==> config.mk <==
export PLATFORM = sky130hd
export DESIGN_NAME = acbc_key_exp
export DESIGN_NICKNAME = d
export VERILOG_FILES = /design/src/rtl/acbc_pkg.sv /design/src/rtl/acbc_key_exp.sv
export SDC_FILE = /design/constraint.sdc
export NUM_CORES = 1
export LEC_CHECK = 0
export CAP_MARGIN = 20
export CORE_MARGIN = 3
export CORE_UTILIZATION = 35
export CTS_CLUSTER_DIAMETER = 60
export DETAILED_ROUTE_END_ITERATION = 16
export DONT_BUFFER_PORTS = 1
export PLACE_DENSITY = 0.52
export SLEW_MARGIN = 20
export SYNTH_ARGS = -nofsm -noshare
export SYNTH_HDL_FRONTEND = slang
export SYNTH_SLANG_ARGS = --single-unit
==> constraint.sdc <==
create_clock -name clk -period 8.4 [get_ports clk]
set_input_delay 0.84 -clock clk [delete_from_list [all_inputs] [get_ports clk]]
set_output_delay 0.84 -clock clk [all_outputs]
set_load 0.03 [all_outputs]
==> src/rtl/acbc_pkg.sv <==
// shared types, constants and functions for the aes cbc block cipher
`default_nettype none
package acbc_pkg;

	localparam int MaxRoundsDef = 14;
	localparam int MaxRoundsLo  = 10;
	localparam logic [7:0] RconInit = 8'h01;
	localparam logic [7:0] GfPoly   = 8'h1b;

	localparam logic [2:0] RegKeySize = 3'd0;
	localparam logic [2:0] RegKey0    = 3'd1;
	localparam logic [2:0] RegKey1    = 3'd2;
	localparam logic [2:0] RegKey2    = 3'd3;
	localparam logic [2:0] RegKey3    = 3'd4;
	localparam logic [2:0] RegIvHigh  = 3'd5;
	localparam logic [2:0] RegIvLow   = 3'd6;

	typedef enum logic [2:0] {
		ST_IDLE,
		ST_EXPAND,
		ST_ROUND,
		ST_LOAD,
		ST_FINAL,
		ST_OUT
	} state_t;

	typedef struct packed {
		logic start;
		logic busy;
	} kx_ctl_t;

	localparam logic [7:0] SBOX [256] = '{
		8'h63,8'h7c,8'h77,8'h7b,8'hf2,8'h6b,8'h6f,8'hc5,8'h30,8'h01,8'h67,8'h2b,8'hfe,8'hd7,8'hab,8'h76,
		8'hca,8'h82,8'hc9,8'h7d,8'hfa,8'h59,8'h47,8'hf0,8'had,8'hd4,8'ha2,8'haf,8'h9c,8'ha4,8'h72,8'hc0,
		8'hb7,8'hfd,8'h93,8'h26,8'h36,8'h3f,8'hf7,8'hcc,8'h34,8'ha5,8'he5,8'hf1,8'h71,8'hd8,8'h31,8'h15,
		8'h04,8'hc7,8'h23,8'hc3,8'h18,8'h96,8'h05,8'h9a,8'h07,8'h12,8'h80,8'he2,8'heb,8'h27,8'hb2,8'h75,
		8'h09,8'h83,8'h2c,8'h1a,8'h1b,8'h6e,8'h5a,8'ha0,8'h52,8'h3b,8'hd6,8'hb3,8'h29,8'he3,8'h2f,8'h84,
		8'h53,8'hd1,8'h00,8'hed,8'h20,8'hfc,8'hb1,8'h5b,8'h6a,8'hcb,8'hbe,8'h39,8'h4a,8'h4c,8'h58,8'hcf,
		8'hd0,8'hef,8'haa,8'hfb,8'h43,8'h4d,8'h33,8'h85,8'h45,8'hf9,8'h02,8'h7f,8'h50,8'h3c,8'h9f,8'ha8,
		8'h51,8'ha3,8'h40,8'h8f,8'h92,8'h9d,8'h38,8'hf5,8'hbc,8'hb6,8'hda,8'h21,8'h10,8'hff,8'hf3,8'hd2,
		8'hcd,8'h0c,8'h13,8'hec,8'h5f,8'h97,8'h44,8'h17,8'hc4,8'ha7,8'h7e,8'h3d,8'h64,8'h5d,8'h19,8'h73,
		8'h60,8'h81,8'h4f,8'hdc,8'h22,8'h2a,8'h90,8'h88,8'h46,8'hee,8'hb8,8'h14,8'hde,8'h5e,8'h0b,8'hdb,
		8'he0,8'h32,8'h3a,8'h0a,8'h49,8'h06,8'h24,8'h5c,8'hc2,8'hd3,8'hac,8'h62,8'h91,8'h95,8'he4,8'h79,
		8'he7,8'hc8,8'h37,8'h6d,8'h8d,8'hd5,8'h4e,8'ha9,8'h6c,8'h56,8'hf4,8'hea,8'h65,8'h7a,8'hae,8'h08,
		8'hba,8'h78,8'h25,8'h2e,8'h1c,8'ha6,8'hb4,8'hc6,8'he8,8'hdd,8'h74,8'h1f,8'h4b,8'hbd,8'h8b,8'h8a,
		8'h70,8'h3e,8'hb5,8'h66,8'h48,8'h03,8'hf6,8'h0e,8'h61,8'h35,8'h57,8'hb9,8'h86,8'hc1,8'h1d,8'h9e,
		8'he1,8'hf8,8'h98,8'h11,8'h69,8'hd9,8'h8e,8'h94,8'h9b,8'h1e,8'h87,8'he9,8'hce,8'h55,8'h28,8'hdf,
		8'h8c,8'ha1,8'h89,8'h0d,8'hbf,8'he6,8'h42,8'h68,8'h41,8'h99,8'h2d,8'h0f,8'hb0,8'h54,8'hbb,8'h16
	};

	localparam logic [7:0] INV_SBOX [256] = '{
		8'h52,8'h09,8'h6a,8'hd5,8'h30,8'h36,8'ha5,8'h38,8'hbf,8'h40,8'ha3,8'h9e,8'h81,8'hf3,8'hd7,8'hfb,
		8'h7c,8'he3,8'h39,8'h82,8'h9b,8'h2f,8'hff,8'h87,8'h34,8'h8e,8'h43,8'h44,8'hc4,8'hde,8'he9,8'hcb,
		8'h54,8'h7b,8'h94,8'h32,8'ha6,8'hc2,8'h23,8'h3d,8'hee,8'h4c,8'h95,8'h0b,8'h42,8'hfa,8'hc3,8'h4e,
		8'h08,8'h2e,8'ha1,8'h66,8'h28,8'hd9,8'h24,8'hb2,8'h76,8'h5b,8'ha2,8'h49,8'h6d,8'h8b,8'hd1,8'h25,
		8'h72,8'hf8,8'hf6,8'h64,8'h86,8'h68,8'h98,8'h16,8'hd4,8'ha4,8'h5c,8'hcc,8'h5d,8'h65,8'hb6,8'h92,
		8'h6c,8'h70,8'h48,8'h50,8'hfd,8'hed,8'hb9,8'hda,8'h5e,8'h15,8'h46,8'h57,8'ha7,8'h8d,8'h9d,8'h84,
		8'h90,8'hd8,8'hab,8'h00,8'h8c,8'hbc,8'hd3,8'h0a,8'hf7,8'he4,8'h58,8'h05,8'hb8,8'hb3,8'h45,8'h06,
		8'hd0,8'h2c,8'h1e,8'h8f,8'hca,8'h3f,8'h0f,8'h02,8'hc1,8'haf,8'hbd,8'h03,8'h01,8'h13,8'h8a,8'h6b,
		8'h3a,8'h91,8'h11,8'h41,8'h4f,8'h67,8'hdc,8'hea,8'h97,8'hf2,8'hcf,8'hce,8'hf0,8'hb4,8'he6,8'h73,
		8'h96,8'hac,8'h74,8'h22,8'he7,8'had,8'h35,8'h85,8'he2,8'hf9,8'h37,8'he8,8'h1c,8'h75,8'hdf,8'h6e,
		8'h47,8'hf1,8'h1a,8'h71,8'h1d,8'h29,8'hc5,8'h89,8'h6f,8'hb7,8'h62,8'h0e,8'haa,8'h18,8'hbe,8'h1b,
		8'hfc,8'h56,8'h3e,8'h4b,8'hc6,8'hd2,8'h79,8'h20,8'h9a,8'hdb,8'hc0,8'hfe,8'h78,8'hcd,8'h5a,8'hf4,
		8'h1f,8'hdd,8'ha8,8'h33,8'h88,8'h07,8'hc7,8'h31,8'hb1,8'h12,8'h10,8'h59,8'h27,8'h80,8'hec,8'h5f,
		8'h60,8'h51,8'h7f,8'ha9,8'h19,8'hb5,8'h4a,8'h0d,8'h2d,8'he5,8'h7a,8'h9f,8'h93,8'hc9,8'h9c,8'hef,
		8'ha0,8'he0,8'h3b,8'h4d,8'hae,8'h2a,8'hf5,8'hb0,8'hc8,8'heb,8'hbb,8'h3c,8'h83,8'h53,8'h99,8'h61,
		8'h17,8'h2b,8'h04,8'h7e,8'hba,8'h77,8'hd6,8'h26,8'he1,8'h69,8'h14,8'h63,8'h55,8'h21,8'h0c,8'h7d
	};

	function automatic logic [7:0] xt(input logic [7:0] a);
		xt = {a[6:0], 1'b0} ^ (a[7] ? GfPoly : 8'h00);
	endfunction

	function automatic logic [31:0] sub_word(input logic [31:0] w);
		sub_word = {SBOX[w[31:24]], SBOX[w[23:16]], SBOX[w[15:8]], SBOX[w[7:0]]};
	endfunction

	// byte 0 sits in bits 127:120
	function automatic logic [127:0] sub_shift(input logic [127:0] s, input logic inv);
		logic [7:0] t [16];
		logic [7:0] b [16];
		logic [127:0] o;
		for (int i = 0; i < 16; i++) b[i] = s[127-8*i -: 8];
		for (int c = 0; c < 4; c++) begin
			for (int r = 0; r < 4; r++) begin
				if (inv) t[((c+r)%4)*4+r] = INV_SBOX[b[c*4+r]];
				else t[c*4+r] = SBOX[b[((c+r)%4)*4+r]];
			end
		end
		for (int i = 0; i < 16; i++) o[127-8*i -: 8] = t[i];
		sub_shift = o;
	endfunction

	function automatic logic [127:0] mix(input logic [127:0] s, input logic inv);
		logic [7:0] a0, a1, a2, a3, t, u, v;
		logic [127:0] o;
		for (int c = 0; c < 4; c++) begin
			a0 = s[127-32*c -: 8];
			a1 = s[119-32*c -: 8];
			a2 = s[111-32*c -: 8];
			a3 = s[103-32*c -: 8];
			if (inv) begin
				u = xt(xt(a0 ^ a2));
				v = xt(xt(a1 ^ a3));
				a0 ^= u; a1 ^= v; a2 ^= u; a3 ^= v;
			end
			t = a0 ^ a1 ^ a2 ^ a3;
			o[127-32*c -: 32] = {a0 ^ t ^ xt(a0 ^ a1), a1 ^ t ^ xt(a1 ^ a2),
				a2 ^ t ^ xt(a2 ^ a3), a3 ^ t ^ xt(a3 ^ a0)};
		end
		mix = o;
	endfunction

endpackage
`default_nettype wire

==> src/rtl/acbc_key_exp.sv <==
// key expansion engine writing one round key word per cycle into the key memory
`default_nettype none
module acbc_key_exp import acbc_pkg::*; #(
	parameter int MAX_ROUNDS = MaxRoundsDef,
	localparam int RkWords = 4 * (MAX_ROUNDS + 1),
	localparam int AW = $clog2(RkWords)
) (
	input  wire logic          clk,
	input  wire logic          arst_n,
	input  wire kx_ctl_t       ctl,
	input  wire logic [1:0]    ks,
	input  wire logic [255:0]  key,
	output logic               done,
	output logic               we,
	output logic [AW-1:0]      waddr,
	output logic [31:0]        wdata
);
	// the last nk words are kept in a window so the memory needs no read port here
	logic [31:0]   win_q [8];
	logic [AW:0]   idx_q;
	logic          run_q;
	logic [7:0]    rcon_q;
	logic [2:0]    pos_q;
	logic [3:0]    nk;
	logic [AW:0]   total;
	logic [31:0]   t, nw, prev, back;

	always_comb begin
		unique case (ks)
			2'd0: nk = 4'd4;
			2'd1: nk = 4'd6;
			default: nk = 4'd8;
		endcase
		total = (AW+1)'(4) * ((AW+1)'(nk) + (AW+1)'(7));
		if (total > (AW+1)'(RkWords)) total = (AW+1)'(RkWords);
		prev = win_q[0];
		back = win_q[3'(nk - 4'd1)];
		t = prev;
		if (pos_q == 3'd0)
			t = sub_word({prev[23:0], prev[31:24]}) ^ {rcon_q, 24'h0};
		else if (nk > 4'd6 && pos_q == 3'd4)
			t = sub_word(prev);
		if (idx_q < (AW+1)'(nk))
			nw = key[255 - 32*idx_q[2:0] -: 32];
		else
			nw = back ^ t;
	end

	assign we    = run_q;
	assign waddr = idx_q[AW-1:0];
	assign wdata = nw;
	assign done  = run_q && (idx_q + 1'b1 == total);

	always_ff @(posedge clk or negedge arst_n) begin
		if (!arst_n) begin
			run_q  <= 1'b0;
			idx_q  <= '0;
			rcon_q <= RconInit;
			pos_q  <= '0;
		end else if (ctl.start && !ctl.busy) begin
			run_q  <= 1'b1;
			idx_q  <= '0;
			rcon_q <= RconInit;
			pos_q  <= '0;
		end else if (run_q) begin
			idx_q <= idx_q + 1'b1;
			if (done) run_q <= 1'b0;
			if (idx_q >= (AW+1)'(nk)) begin
				if (pos_q == 3'd0) rcon_q <= xt(rcon_q);
			end
			if (idx_q + 1'b1 >= (AW+1)'(nk))
				pos_q <= (pos_q == 3'(nk - 4'd1) || idx_q + 1'b1 == (AW+1)'(nk)) ? 3'd0
					: pos_q + 1'b1;
		end
	end

	always_ff @(posedge clk) begin
		if (run_q) begin
			win_q[0] <= nw;
			for (int i = 1; i < 8; i++) win_q[i] <= win_q[i-1];
		end
	end
endmodule
`default_nettype wire

# ---- Word level (Yosys, flattened, before mapping)
# Memories as Yosys holds them, arrays and structs flattened.
# Index checks and enable logic that the tools add are counted.
dict set report totals {
  ff_bits 19
  ramBits 256
  mem_bits_ro 8192
  inputBits 262
  output_inout_bits 40
  mem_count 5
}
dict set report op_classes {
  n_addsub 5
  n_lt_le_gt_ge 9
  n_eq_ne 5
  shift 1
  mux 29
  bitwise_logic 7
  n_reduce_logical 13
}
# memory depth width rd rd_clocked_by_memory_dff wr line
set memory_table {}
lappend memory_table {{(no name shown)} 256 8 1 0 0 acbc_pkg.sv:75} ;# sub_word = {SBOX[w[31:24]], SBOX[w[23:16]], SBOX[w[15:8]], SBOX[w[7:0]]};
lappend memory_table {{(no name shown)} 256 8 1 0 0 acbc_pkg.sv:75}
lappend memory_table {{(no name shown)} 256 8 1 0 0 acbc_pkg.sv:75}
lappend memory_table {{(no name shown)} 256 8 1 0 0 acbc_pkg.sv:75}
lappend memory_table {win_q 8 32 8 0 8 acbc_key_exp.sv:19} ;# logic [31:0] win_q [8];
# operator count
set ops {}
lappend ops {{$shiftx A287 B33 Y32} 1}
lappend ops {{$mux W32} 3}
lappend ops {{$mux W8} 12}
lappend ops {{$xor A32 B32 Y32} 2}
lappend ops {{$ge A9 B9 Y1 const B} 4}
lappend ops {{$not A8 Y9} 4}
lappend ops {{$mux W7} 3}
lappend ops {{$ge A7 B4 Y1} 2}
lappend ops {{$mux W3} 4}
lappend ops {{$sub A8 B8 Y9 const A} 1}
lappend ops {{$pmux W4 S2} 1}
lappend ops {{$reduce_bool A2 Y1} 4}
lappend ops {{$xor A8 B5 Y8} 1}
lappend ops {{$add A7 B1 Y7 const B} 1}
lappend ops {{$eq A7 B4 Y1} 1}
lappend ops {{$eq A7 B7 Y1} 1}
lappend ops {{$gt A7 B6 Y1 const B} 1}
lappend ops {{$lt A7 B4 Y1} 1}
lappend ops {{$add A4 B3 Y5 const B} 1}
lappend ops {{$mux W1} 5}
lappend ops {{$mux W5} 1}
lappend ops {{$gt A4 B3 Y1 const B} 1}
lappend ops {{$add A3 B1 Y3 const B} 1}
lappend ops {{$eq A3 B3 Y1} 1}
lappend ops {{10 further kinds} 12}

# ---- Depth between registers and ports, before layout
# Gate-level depths: netlist of run 1.
dict set report logic_depth {
  depth_word 10
  mapped_depth 15
  depth_no_buf 12
}

# ---- Worst setup path after synthesis of run 1
# OpenSTA, ideal clock, no wires.
dict set report synth_path {
  path_type {register to output}
  startpoint {register run_q, in the netlist we}
  endpoint {output port done}
  t_arrival_ns 6.639
  required_ns 7.560
  setup_slack_ns 0.921
  stages_incl_launch_ff 4
  n_path_buf 1
  cell_sequence {dfrtp_1 > clkbuf_1 > inv_1 > nor2_1}
}
dict set report synth_between {
  elab_chain_len 1
}
# element line
set synth_lines {}
lappend synth_lines {{start, declared} acbc_key_exp.sv:21} ;# logic run_q;
lappend synth_lines {{start signal, assigned} acbc_key_exp.sv:56} ;# run_q <= 1'b0;
lappend synth_lines {{start signal, assigned} acbc_key_exp.sv:61} ;# run_q <= 1'b1;
lappend synth_lines {{start signal, assigned} acbc_key_exp.sv:67} ;# if (done) run_q <= 1'b0;
lappend synth_lines {{$logic_and A1 B1 Y1} acbc_key_exp.sv:52} ;# assign done = run_q && (idx_q + 1'b1 == total);
lappend synth_lines {{end, declared} acbc_key_exp.sv:13} ;# output logic done,
# Every way passes these cells.

==> results of run 1 <==
sequential cells by signal, summed over array words and instances (netlist names):
register	count
we	1
win_q	256
pos_q	3
rcon_q	8
idx_q	7
through the flow:
step / instance area, um^2 / util (%)
after global routing: 27700 / 37.6
final: 27700 / 37.6
after global placement: 26500 / 36.1
after detailed placement: 26500 / 36.1
after CTS: 27700 / 37.6
after floorplan: 26300 / -
cell type report:
cell class | count | area, um^2
antenna | 13 | 32.5
clock buffer | 40 | 873
clock inverter | 19 | 228
fill | 7495 | 45900
inverter | 52 | 195
multi-input combinational | 2266 | 16400
sequential | 275 | 8180
tap | 959 | 1200
timing repair buffer | 72 | 564
worst paths after layout:
path | endpoint | slack, ns
min | rcon_q[0]$_DFFE_PN1P_ | 0.13
min reg2reg | win_q[7][16]$_DFFE_PP_ | 0.40
max in group asynchronous | idx_q[0]$_DFFE_PN0P_ | 6.82
min in group clk | win_q[7][16]$_DFFE_PP_ | 0.40
max reg2reg | win_q[0][16]$_DFFE_PP_ | 2.55
max | wdata[16] | 1.47
worst reg2reg max path, stage by stage, from the launching register on:
cell	delay (ns)
edfxtp_1	0.80
buf_4	0.36
inv_1	0.17
ha_1	0.85
nor2b_1	0.51
a211oi_1	0.14
a211o_1	0.29
nor4_1	0.33
nor4_1	0.11
a311oi_1	0.93
o221ai_2	0.24
xnor2_1	0.19
a21oi_1	0.62
what timing repair did:
item | CTS | global route
setup endpoints to repair | 0 | 0
buffers inserted | 0 | 0
hold buffers | 1 | 0
endpoints found under the hold margin | 18 | 0
cells in the final DEF (no fill, tap or decap), drive strengths merged, types with 16 or more instances in the layout:
cell and count:
o22ai 17, o32ai 16, nor3b 16, buf 71, o221ai 31, or3 16, o211ai 47, edfxtp 256
nor4 19, nand2 186, nand2b 80, nand3 77, nor2b 116, a21oi 206, o31ai 29, mux2 22
a311oi 36, a211oi 78, nor2 221, or2 22, ha 69, and3 21, inv 56, nor3 112
o21ai 193, dfrtp 18, o311ai 47, a21o 20, a211o 24, and2 35, mux4 110, xnor2 37
mux2i 81, a31oi 59, clkbuf 40
cells by family after synthesis:
group                      synth area share [%]
DFF                                        31.1
and+or+nand+nor                            18.3
muxes                                      13.5
buffers and inverters                      6.47
xor gates and xnor gates                   1.70
adders and majority gates                  3.29
AOI/OAI and AO/OA                          25.7
routing by layer:
metal / up-vias / global-route usage, % / routed length [um]
met5: - / 0 / 62
met4: 10 / 11.3 / 5040
met3: 331 / 7.29 / 14500
li1: 10900 / - / -
met2: 1862 / 42.9 / 51000
met1: 12500 / 39.8 / 47400
==> flow_metrics.tcl, run 1 <==
set metrics [dict create \
    finalHoldViolations 0 \
    post_drt_wl_per_cell_um 31.9 \
    hold_path.class "in2async" \
    dp_hpwl_um 81400 \
    worst_pin_slew_ns 1.20 \
    grt_max_degree 123 \
    slew_viol_final 0 \
    dp_cells 3623 \
    yosysWarningCount 0 \
    port_buffers 0 \
    cp_slowest_cell "a311oi_1" \
    path_cells "buf_4 > inv_1 > ha_1 > nor2b_1 > a211oi_1 > a211o_1 > nor4_1 > nor4_1 > a311oi_1 > o221ai_2 > xnor2_1 > a21oi_1" \
    fmax_mhz 144 \
    drt-vias-per-instance 6.94 \
    vias 25600 \
    period_share_pct 82.5 \
    arrival_ns 6.09 \
    die_w_um 280 \
    dr.pass1.iters 6 \
    outcome "completed" \
    syn-cell-area_um2 26300 \
    yosysSeqAreaShare_pct 31.1 \
    cp_common_cell "nor4_1" \
    max_stage_delay_ns 0.93 \
    synth_top_cell_by_area "edfxtp_1" \
    synth_most_common_cell "edfxtp_1" \
    synth-async-reset-ratio_pct 6.91 \
    critical_path.startpoint "win_q[0][16]$_DFFE_PP_" \
    die_y_um 280 \
    hold_slack_ns 0.125 \
    fp.coreArea_um2 73600 \
    die-area_um2 78300 \
    crit_path_start_kind "register" \
    setup_tns_ns 0 \
    end_kind "output pin" \
    clock_sinks 275 \
    drc 0 \
    synth_ff_type "edfxtp_1" \
    antenna_found_initial 19 \
    setup_viol 0 \
    fin_cells 3696 \
    reg2reg_depth 12 \
    skew_ns 0.0179 \
    yosys-top-cells-area "edfxtp_1 (29%), mux4_2 (9.4%), a21oi_1 (3.9%)" \
    cts-root-buf "clkbuf_16" \
    grt_pass1_vias 24500 \
    worst_skew_pair.late_latency_ns 0.56 \
    drive_gt1_share_pct 10.7 \
    nets 3032 \
    synth_seq_cells 275 \
    critPathKind "reg2out" \
    place_ws_ns 2.27 \
    cts_resized 0 \
    cts-htree-levels 2 \
    fin_ws_ns 1.47 \
    detail-route-antenna-nets 0 \
    cp.required_ns 7.56 \
    clk_path_buf_depth 3 \
    synth_common_cells "edfxtp_1 (256), nor2_1 (219), a21oi_1 (206)" \
    path_max_fanout 19 \
    cts_buffers 34 \
    synthCells 2937 \
    syn_to_final_growth_pct 5.44 \
    critPathTopFamily "compound AO/OA/AOI/OAI gates" \
    gp_congestion 1.01 \
    cts.clk_slew.worst_paths_ns 0.06 \
    initial_core_util_pct 35.7 \
    fin_crit_ns 6.93 \
    track_usage_pct 28.7 \
    cts_tree "built" \
    synth_edf_count 256 \
    dr.first_iter.drc_count 3940 \
    ys_types 95 \
    post-synth-top-area-fraction_pct 29.3 \
    gr-total-overflow 0 \
    std_cell_rows 99 \
    avgSynthCellArea_um2 8.94 \
    drt-total-wl_um 118000 \
    maxCapViolations 0 \
    path_depth 12 \
    max-slew-margin-rel_pct 19.2 \
    synth.net_count 3268 \
    r2r_start "win_q[0][16]$_DFFE_PP_" \
    num_io_pins 302 \
    grt_pass1_wl_um 170000 \
    crit_buf_inv 2 \
    grt_setup_unrepaired "no" \
]
Power of run 1 is not shown: default switching activity piles up to over one toggle a cycle in this logic, so the estimate is an artifact.
==> run 2, diff against run 1 <==
Settings changed: ABC_AREA set to 1.
Clock period 8.4 ns to 7.1 ns, I/O delays scaled along.
==> flow_metrics.tcl, run 2 <==
set metrics [dict create \
    crit_path_start_kind "register" \
    fp.coreArea_um2 68700 \
    post_cts_buffers 0 \
    final_common_cell "nand2_1" \
    dp_hpwl_um 76400 \
    initial_core_util_pct 35.4 \
    syn-cell-area_um2 24400 \
    synth_common_cells "nand2_1 (878), nand3_1 (858), nor2_1 (316)" \
    die_y_um 270 \
    fmax_mhz 194 \
    clock_sinks 275 \
    synth_edf_count 256 \
    max_stage_delay_ns 0.72 \
    dr.pass1.iters 7 \
    grt_max_degree 94 \
    gp_congestion 1.02 \
    nets 3760 \
    maxCapViolations 0 \
    synth_top_cell_by_area "edfxtp_1" \
    synth-async-reset-ratio_pct 6.91 \
    port_buffers 0 \
    cts.clk_slew.worst_paths_ns 0.06 \
    std_cell_rows 96 \
    post-synth-top-area-fraction_pct 31.6 \
    cts-htree-levels 2 \
    ys_types 42 \
    cts_tree "built" \
    crit_end "wdata[28]" \
    dr.first_iter.drc_count 4228 \
    cts-root-buf "clkbuf_16" \
    yosys-top-cells-area "edfxtp_1 (32%), nand3_1 (18%), nand2_1 (14%)" \
    path_depth 16 \
    outcome "completed" \
    ctsHoldBuffers 1 \
    hold_path.class "in2async" \
    final_util_pct 37.4 \
    finalHoldViolations 0 \
    clk_path_buf_depth 3 \
    die-area_um2 72800 \
    worstReg2RegEnd "win_q[0][28]$_DFFE_PP_" \
    cts_resized 0 \
    die_w_um 270 \
    arrival_ns 4.44 \
    antenna_found_initial 4 \
    r2r_slack_ns 2.93 \
    track_usage_pct 28.6 \
    yosysSeqAreaShare_pct 33.5 \
    drt-total-wl_um 109000 \
    hold_slack_ns 0.103 \
    cp_slowest_cell "edfxtp_1" \
    worst_skew_pair.late_latency_ns 0.56 \
    multi_input_area_um2 14100 \
    max-slew-margin-rel_pct 22.2 \
    worst_pin_slew_ns 1.17 \
    synthCells 3611 \
    avgSynthCellArea_um2 6.74 \
    skew_ns 0.0462 \
    cp_common_cell "nand3_1" \
    r2r_start "win_q[0][16]$_DFFE_PP_" \
    drt-vias-per-instance 6.21 \
    cts_buffers 36 \
    cp.required_ns 6.39 \
    top_regs "win_q (256), rcon_q (8), idx_q (7)" \
    synth_most_common_cell "nand2_1" \
    fillers 7445 \
    num_io_pins 302 \
    fin_crit_ns 5.15 \
    regArea_um2 8170 \
    final_cell_mix "nand2_1 (878), nand3_1 (858), nor2_1 (312), o21ai_0 (258), edfxtp_1 (256)" \
    gr-total-overflow 0 \
    path_cells "inv_4 > ha_1 > inv_1 > nand2_1 > nand3_1 > nand2_1 > nand2_1 > nand2_1 > nand2_1 > nand3_1 > nand3_1 > nand3_1 > nand3_1 > nand3_1 > nand3_1 > nand2_1" \
    path_max_fanout 12 \
    synth_seq_cells 275 \
    critPathTopFamily "simple AND/OR/NAND/NOR gates" \
    period_share_pct 72.5 \
    vias 27200 \
    grt_pass1_wl_um 162000 \
    yosysWarningCount 0 \
    grt_setup_unrepaired "no" \
    largest_register "win_q" \
    crit_buf_inv 2 \
    largest_reg_flops 256 \
    end_kind "output pin" \
    detail-route-antenna-nets 0 \
    syn_to_final_growth_pct 5.59 \
    synth.net_count 3942 \
    setup_viol 0 \
    critical_path.startpoint "win_q[0][16]$_DFFE_PP_" \
    critPathKind "reg2out" \
    synth_ff_type "edfxtp_1" \
    grt_pass1_vias 24900 \
    post_drt_wl_per_cell_um 24.9 \
    reg2reg_depth 17 \
    slew_viol_final 0 \
    setup_tns_ns 0 \
    drc 0 \
    drive_gt1_share_pct 4.75 \
]
==> run 2: kinds of logic (layout without fill, tap and decap cells) <==
| logic type | Yosys count | after routing | share of synthesized area, % |
|---|---|---|---|
| AND/OR/NAND/NOR | 2155 | 2155 | 38.8 |
| buffers and inverters | 469 | 312 | 8.59 |
| flip-flops | 275 | 275 | 33.5 |
| other | 0 | 1 | 0 |
| XOR/XNOR | 4 | 4 | 0.144 |
| AO/OA/AOI/OAI | 639 | 639 | 15.4 |
| adder cells (fa/ha/maj) | 69 | 69 | 3.55 |
==> run 2: final cells by class <==
cell class                      instances  area share [%]
Multi-Input combinational cell       2867            55.0
Clock buffer                           40            3.56
Antenna cell                            1         0.00973
Inverter                              206            3.03
Clock inverter                         23           0.871
Sequential cell                       275            31.8
Timing Repair Buffer                   43            1.25
Tap cell                              931            4.53
==> run 2: routing by layer <==
metal  up-vias  track usage [%]  part of all wire, %
li1      12200                -                    -
met1     12700             39.8                   40
met2      1972             43.4                   43
met3       356             5.63                   12
met4         2             11.8                  4.8
met5         -                0                0.012
==> run 2: worst min-delay path by stage <==
stage	startpoint	end
3_3_place_gp	win_q[2][15]$_DFFE_PP_	win_q[3][15]$_DFFE_PP_
5_1_grt	arst_n	idx_q[5]$_DFFE_PN0P_
4_1_cts	win_q[1][31]$_DFFE_PP_	win_q[2][31]$_DFFE_PP_
6_report	arst_n	idx_q[5]$_DFFE_PN0P_
3_5_place_dp	win_q[1][21]$_DFFE_PP_	win_q[2][21]$_DFFE_PP_
2_1_floorplan	win_q[1][0]$_DFFE_PP_	win_q[2][0]$_DFFE_PP_
==> run 2: metrics by stage <==
stage	worst slack (ns)	instance area (um^2)	instances
finish	1.95	25700	4386
global route	1.84	25700	4386
CTS	2.10	25700	4385
detailed placement	2.68	24600	4321
global placement	2.64	24600	4321
floorplan	2.16	24400	3611
Power of run 2 is left out for the same reason.
